$ cat src/sv/tcs_pkg.sv
// shared constants and types for the text console with scrollback
`default_nettype none
package tcs_pkg;
  localparam int HIST_LINES = 1024;
  localparam int COL_LIMIT  = 128;
  localparam int ROW_LIMIT  = 64;
  localparam int SLOT_W     = $clog2(HIST_LINES);
  localparam int COL_W      = $clog2(COL_LIMIT);
  localparam int ADDR_W     = SLOT_W + COL_W;
  localparam int MEM_DEPTH  = HIST_LINES * COL_LIMIT;

  localparam logic [7:0] COL_MIN = 8'd40;
  localparam logic [7:0] COL_MAX = 8'(COL_LIMIT);
  localparam logic [6:0] ROW_MIN = 7'd10;
  localparam logic [6:0] ROW_MAX = 7'(ROW_LIMIT);

  localparam logic [15:0] BLANK_CELL  = 16'h0720;
  localparam logic [15:0] HANDLE_CELL = 16'h0FDB;
  localparam logic [15:0] TRACK_CELL  = 16'h08B3;
  localparam logic [7:0]  CH_BS       = 8'h08;
  localparam logic [7:0]  CH_NL       = 8'h0A;
  localparam logic [7:0]  CH_SPACE    = 8'h20;
  localparam logic [31:0] LINES_SAT   = 32'hFFFF_FFFF;

  localparam logic [2:0] OP_PUT  = 3'd0;
  localparam logic [2:0] OP_SUP  = 3'd1;
  localparam logic [2:0] OP_SDN  = 3'd2;
  localparam logic [2:0] OP_CLR  = 3'd3;
  localparam logic [2:0] OP_READ = 3'd4;

  localparam logic [1:0] CFG_COLUMNS = 2'd0;
  localparam logic [1:0] CFG_ROWS    = 2'd1;
  localparam logic [1:0] CFG_ATTR    = 2'd2;

  localparam int DIV_NUM_W = 16;
  localparam int DIV_DEN_W = 32;

  typedef struct packed {
    logic                 start;
    logic [DIV_NUM_W-1:0] dividend;
    logic [DIV_DEN_W-1:0] divisor;
  } div_req_t;

  typedef struct packed {
    logic                 done;
    logic [DIV_NUM_W-1:0] quotient;
  } div_rsp_t;

  typedef enum logic [8:0] {
    ST_IDLE  = 9'b0_0000_0001,
    ST_CLEAR = 9'b0_0000_0010,
    ST_BLANK = 9'b0_0000_0100,
    ST_PUTW  = 9'b0_0000_1000,
    ST_RA    = 9'b0_0001_0000,
    ST_RB    = 9'b0_0010_0000,
    ST_RD    = 9'b0_0100_0000,
    ST_DIV   = 9'b0_1000_0000,
    ST_DONE  = 9'b1_0000_0000
  } state_t;
endpackage
`default_nettype wire

$ cat src/sv/tcs_div.sv
// serial restoring divider, one quotient bit per cycle
`default_nettype none
module tcs_div
  import tcs_pkg::*;
(
  input  wire logic     clk,
  input  wire logic     rst_n,
  input  wire div_req_t req,
  output div_rsp_t      rsp
);
  localparam int CNT_W = $clog2(DIV_NUM_W + 1);

  logic [DIV_DEN_W-1:0] rem_r, rem_nxt;
  logic [DIV_NUM_W-1:0] num_r, num_nxt;
  logic [DIV_NUM_W-1:0] quo_r, quo_nxt;
  logic [DIV_DEN_W-1:0] den_r, den_nxt;
  logic [CNT_W-1:0]     cnt_r, cnt_nxt;
  logic                 done_r, done_nxt;
  logic [DIV_DEN_W:0]   rem_sh;

  always_comb begin
    rem_nxt  = rem_r;
    num_nxt  = num_r;
    quo_nxt  = quo_r;
    den_nxt  = den_r;
    cnt_nxt  = cnt_r;
    done_nxt = 1'b0;
    rem_sh   = {rem_r, num_r[DIV_NUM_W-1]};
    if (req.start) begin
      rem_nxt = '0;
      num_nxt = req.dividend;
      den_nxt = req.divisor;
      quo_nxt = '0;
      cnt_nxt = CNT_W'(DIV_NUM_W);
    end else if (cnt_r != '0) begin
      num_nxt = {num_r[DIV_NUM_W-2:0], 1'b0};
      if (rem_sh >= {1'b0, den_r}) begin
        rem_nxt = DIV_DEN_W'(rem_sh - {1'b0, den_r});
        quo_nxt = {quo_r[DIV_NUM_W-2:0], 1'b1};
      end else begin
        rem_nxt = rem_sh[DIV_DEN_W-1:0];
        quo_nxt = {quo_r[DIV_NUM_W-2:0], 1'b0};
      end
      cnt_nxt = cnt_r - 1'b1;
      done_nxt = (cnt_r == CNT_W'(1));
    end
  end

  always_ff @(posedge clk) begin
    if (!rst_n) begin
      cnt_r  <= '0;
      done_r <= 1'b0;
    end else begin
      cnt_r  <= cnt_nxt;
      done_r <= done_nxt;
    end
    rem_r <= rem_nxt;
    num_r <= num_nxt;
    quo_r <= quo_nxt;
    den_r <= den_nxt;
  end

  assign rsp.done     = done_r;
  assign rsp.quotient = quo_r;
endmodule
`default_nettype wire

$ cat config.mk
export PLATFORM = sky130hd
export DESIGN_NAME = tcs_div
export DESIGN_NICKNAME = d
export VERILOG_FILES = /design/src/sv/tcs_pkg.sv /design/src/sv/tcs_div.sv
export SDC_FILE = /design/constraint.sdc
export NUM_CORES = 1
export LEC_CHECK = 0
export BUFFER_PORTS_ARGS = -buffer_cell sky130_fd_sc_hd__buf_2
export CAP_MARGIN = 20
export CORE_ASPECT_RATIO = 0.7
export CORE_MARGIN = 2
export CORE_UTILIZATION = 45
export CTS_BUF_LIST = sky130_fd_sc_hd__clkbuf_4 sky130_fd_sc_hd__clkbuf_8
export DETAILED_ROUTE_END_ITERATION = 12
export SLEW_MARGIN = 20
export SYNTH_ARGS = -nofsm -noshare
export SYNTH_HDL_FRONTEND = slang
export SYNTH_SLANG_ARGS = --single-unit
$ cat constraint.sdc
create_clock -name clk -period 2.9 [get_ports clk]
set_input_delay 0.58 -clock clk [delete_from_list [all_inputs] [get_ports clk]]
set_output_delay 0.58 -clock clk [all_outputs]
set_load 0.05 [all_outputs]
==> results.toml <==
[cells_and_area]
utilization_pct = 54.38
fillerInstances = 1160
ff_latch_area_sq_um = 2522
final_common_cell = "nand2_1"
nNetsFinal = 808
antennaDiodeCount = 0
syn_to_final_growth_pct = 16.51
multi_input_area_sq_um = 3139
design_area_sq_um = 6824
drive_gt1_share_pct = 21.63
final_cell_mix = "nand2_1, buf_2, nor2_1"

[power]
power.density_nw_per_um2 = 937.0
pwr-share-seq_pct = 32.1
switching_power_mw = 2.774
p_sw_share_pct = 43.39
p_int_mw = 3.619
ir_worst_vdd_mv = 0.4315
power_leakage_nw = 2.941
p_clk_share_pct = 13.9
p_comb_share_pct = 54.1

[synth]
yosys.cell_types.count = 61
syn_area_per_cell_sq_um = 9.095
synthMuxAreaShare_pct = 4.337
synth_nets = 731
yosysSeqAreaShare_pct = 43.07
yosysTopAreaCell = "edfxtp_1"
synth-xor-area-share_pct = 2.692
yosys_most_used_dff = "dfxtp_1"
yosys.area_share.simple_pct = 17.52
synth-compound-area-share_pct = 19.27
netlist_area_sq_um = 5857
synth_top_family_by_area = "compound AO/OA/AOI/OAI gates"
yosysTopAreaCellShare_pct = 24.61
synthTopCellsByArea = "edfxtp_1, dfxtp_1, ha_1"
ys_seq_elements = 102
synth_fa_ha_area_share_pct = 7.819
syn_inst = 644
yosysWarnings = 0
postSynth.asyncResetShare_pct = 0
synth_enable_flop_cells = 48

[route]
wirelength_um = 13460
drtIter0Drc = 365
vias_per_cell = 5.498
drt_first_pass_iters = 4
wl_per_cell_um = 15.16
route.detailed.drc = 0
vias = 4882
ant_nets = 0

[clock_tree]
root_buffer = "clkbuf_8"
cts_buffer_depth = 2
clk_pin_slew_worst_paths_ns = 0.11
cts_max_level = 3
cts_sinks = 102
tritoncts = "built"
cts_made_buffers = 9
insertion_delay_ns = 0.39

[critical_path]
crit_fanout = 15
start_kind = "flop"
reg2reg_depth = 11
rr_endpoint = "rem_r[20]"
arrival_ns = 3.09
critPathKind = "reg2reg"
cp-startpoint = "den_r[1]"
r2r_slack_ns = 0.11
cp.required_ns = 3.20
end_kind = "flop"
reg2reg_from = "den_r[1]"

[timing]
fin_skew_ns = 0.008943
slew_violations = 0
setup_viol = 0
tightest_slew_ns = 0.5742
timing.hold.ws_ns = 0.3579
hold_viol_final = 0
fin_crit_sh_pct = 96.29
fin_crit_ns = 2.792
rsz0062_at_grt = "yes"
max_clock_freq_mhz = 358.1
maxSlewHeadroom_pct = 61.58

[grt]
track_usage_pct = 19.61
grt_pass1_wl_um = 22120
grt-ovfl-total = 0
grt_pass1_vias = 4465
antenna_found_initial = 0
grt_start_max_net_pins = 67

[place]
dp_hpwl_um = 9844
io_buffers = 67
gp_congestion = 0.8666
placed_cell_area_sq_um = 6502

[die]
fp.dieH_um = 99.45
rows = 34
coreArea_sq_um = 12550
ioPinCount = 68
die_area_sq_um = 13960
initial_core_util_pct = 46.67
die_x_um = 140.4

[status]
status = "finished, final reports clean"

[hold_path]
hp-class = "in2reg"
min_from = "req[8]"
min_path_cells = 1
hold_end = "den_r[8]"

[flow_run]
drv_cap = 0
[registers in the layout, summed over array words and instances (netlist names)]
| signal | cells |
|---|---|
| quo_r | 16 |
| rem_r | 32 |
| den_r | 32 |
| done_r | 1 |
| cnt_r | 5 |
| num_r | 16 |
[synthesized netlist by cell type, types with 8 or more instances]
| cell | n |
|---|---|
| clkbuf_1 | 19 |
| a311oi_1 | 24 |
| nand2b_1 | 9 |
| nand2_1 | 94 |
| nor2_1 | 62 |
| nand3_1 | 18 |
| a21oi_1 | 39 |
| and3_1 | 10 |
| nor3_1 | 9 |
| a211oi_1 | 9 |
| inv_1 | 44 |
| edfxtp_1 | 48 |
| dfxtp_1 | 54 |
| a21o_1 | 16 |
| o21ai_0 | 20 |
| xnor2_1 | 12 |
| mux2_2 | 17 |
| o21a_1 | 8 |
| ha_1 | 35 |
[logic make-up (layout without fill, tap and decap cells)]
| group | after synthesis | count (layout) |
|---|---|---|
| and+or+nand+nor | 230 | 230 |
| AOI/OAI and AO/OA | 160 | 160 |
| DFF | 102 | 102 |
| buffers and inverters | 75 | 157 |
| adders and majority gates | 36 | 36 |
| muxes | 23 | 23 |
| xor gates and xnor gates | 18 | 18 |
[worst max path at each step]
| stage | cells after the start | slack (ns) | to |
|---|---|---|---|
| 6_report | 11 | 0.11 | rem_r[20] |
| 5_1_grt | 11 | -0.04 | rem_r[20] |
| 4_1_cts | 11 | 0.01 | rem_r[29] |
| 3_5_place_dp | 12 | 0.005 | rem_r[24] |
| 3_3_place_gp | 12 | 0.13 | rem_r[24] |
| 2_1_floorplan | 12 | 0.30 | rem_r[27] |
[critical path: stages, from the launching register on]
cell and delay (ns):
edfxtp_1 0.42, inv_1 0.06, ha_1 0.29, nor2b_2 0.19
o21ai_2 0.12, a211oi_4 0.30, o21ai_4 0.12, a211oi_4 0.28
or2_1 0.31, buf_12 0.19, nand3_1 0.13, a311oi_1 0.28
[power by group through the flow]
stage | combinational (mW) | sequential, mW | clock [mW]
2_1_floorplan | 2.39 | 2.04 | 0
4_1_cts | 3.30 | 2.04 | 0.914
3_3_place_gp | 3.25 | 2.06 | 0
3_5_place_dp | 3.27 | 2.07 | 0
5_1_grt | 3.83 | 2.09 | 0.967
6_report | 3.46 | 2.05 | 0.886
[routing by layer]
metal	wire length [um]	share of wire, %	global-route usage, %	vias to the layer above
met5	0	0	0	-
met4	124	0.92	5.128	0
met3	699	5.2	4.237	10
met2	5411	40	27.71	124
met1	7227	54	30.17	2281
li1	-	-	-	2467
[stage by stage]
step | instances | total power [mW] | worst slack [ns] | TNS, ns
2_1_floorplan | 644 | 4.427 | 0.2955 | 0
3_3_place_gp | 870 | 5.306 | 0.1275 | 0
3_5_place_dp | 870 | 5.339 | 0.004561 | 0
4_1_cts | 886 | 6.255 | 0.009605 | 0
5_1_grt | 888 | 6.884 | -0.03914 | -0.04346
6_report | 888 | 6.394 | 0.1077 | 0
[final cells by class]
class | count | area share [%]
clock buffers | 9 | 1.815
well taps | 162 | 2.970
inverters | 44 | 2.420
repair buffers | 97 | 8.856
multi-input cells | 467 | 46.00
flip-flops and latches | 102 | 36.96
clock inverters | 7 | 0.9718
[timing repair]
item | CTS | global route
hold buffers | 0 | 0
pin swaps | 0 | 3
buffers inserted | 0 | 2
resized for setup | 2 | 17
endpoints found under the setup margin | 1 | 29
No activity file was read; power rests on OpenSTA's default activity.
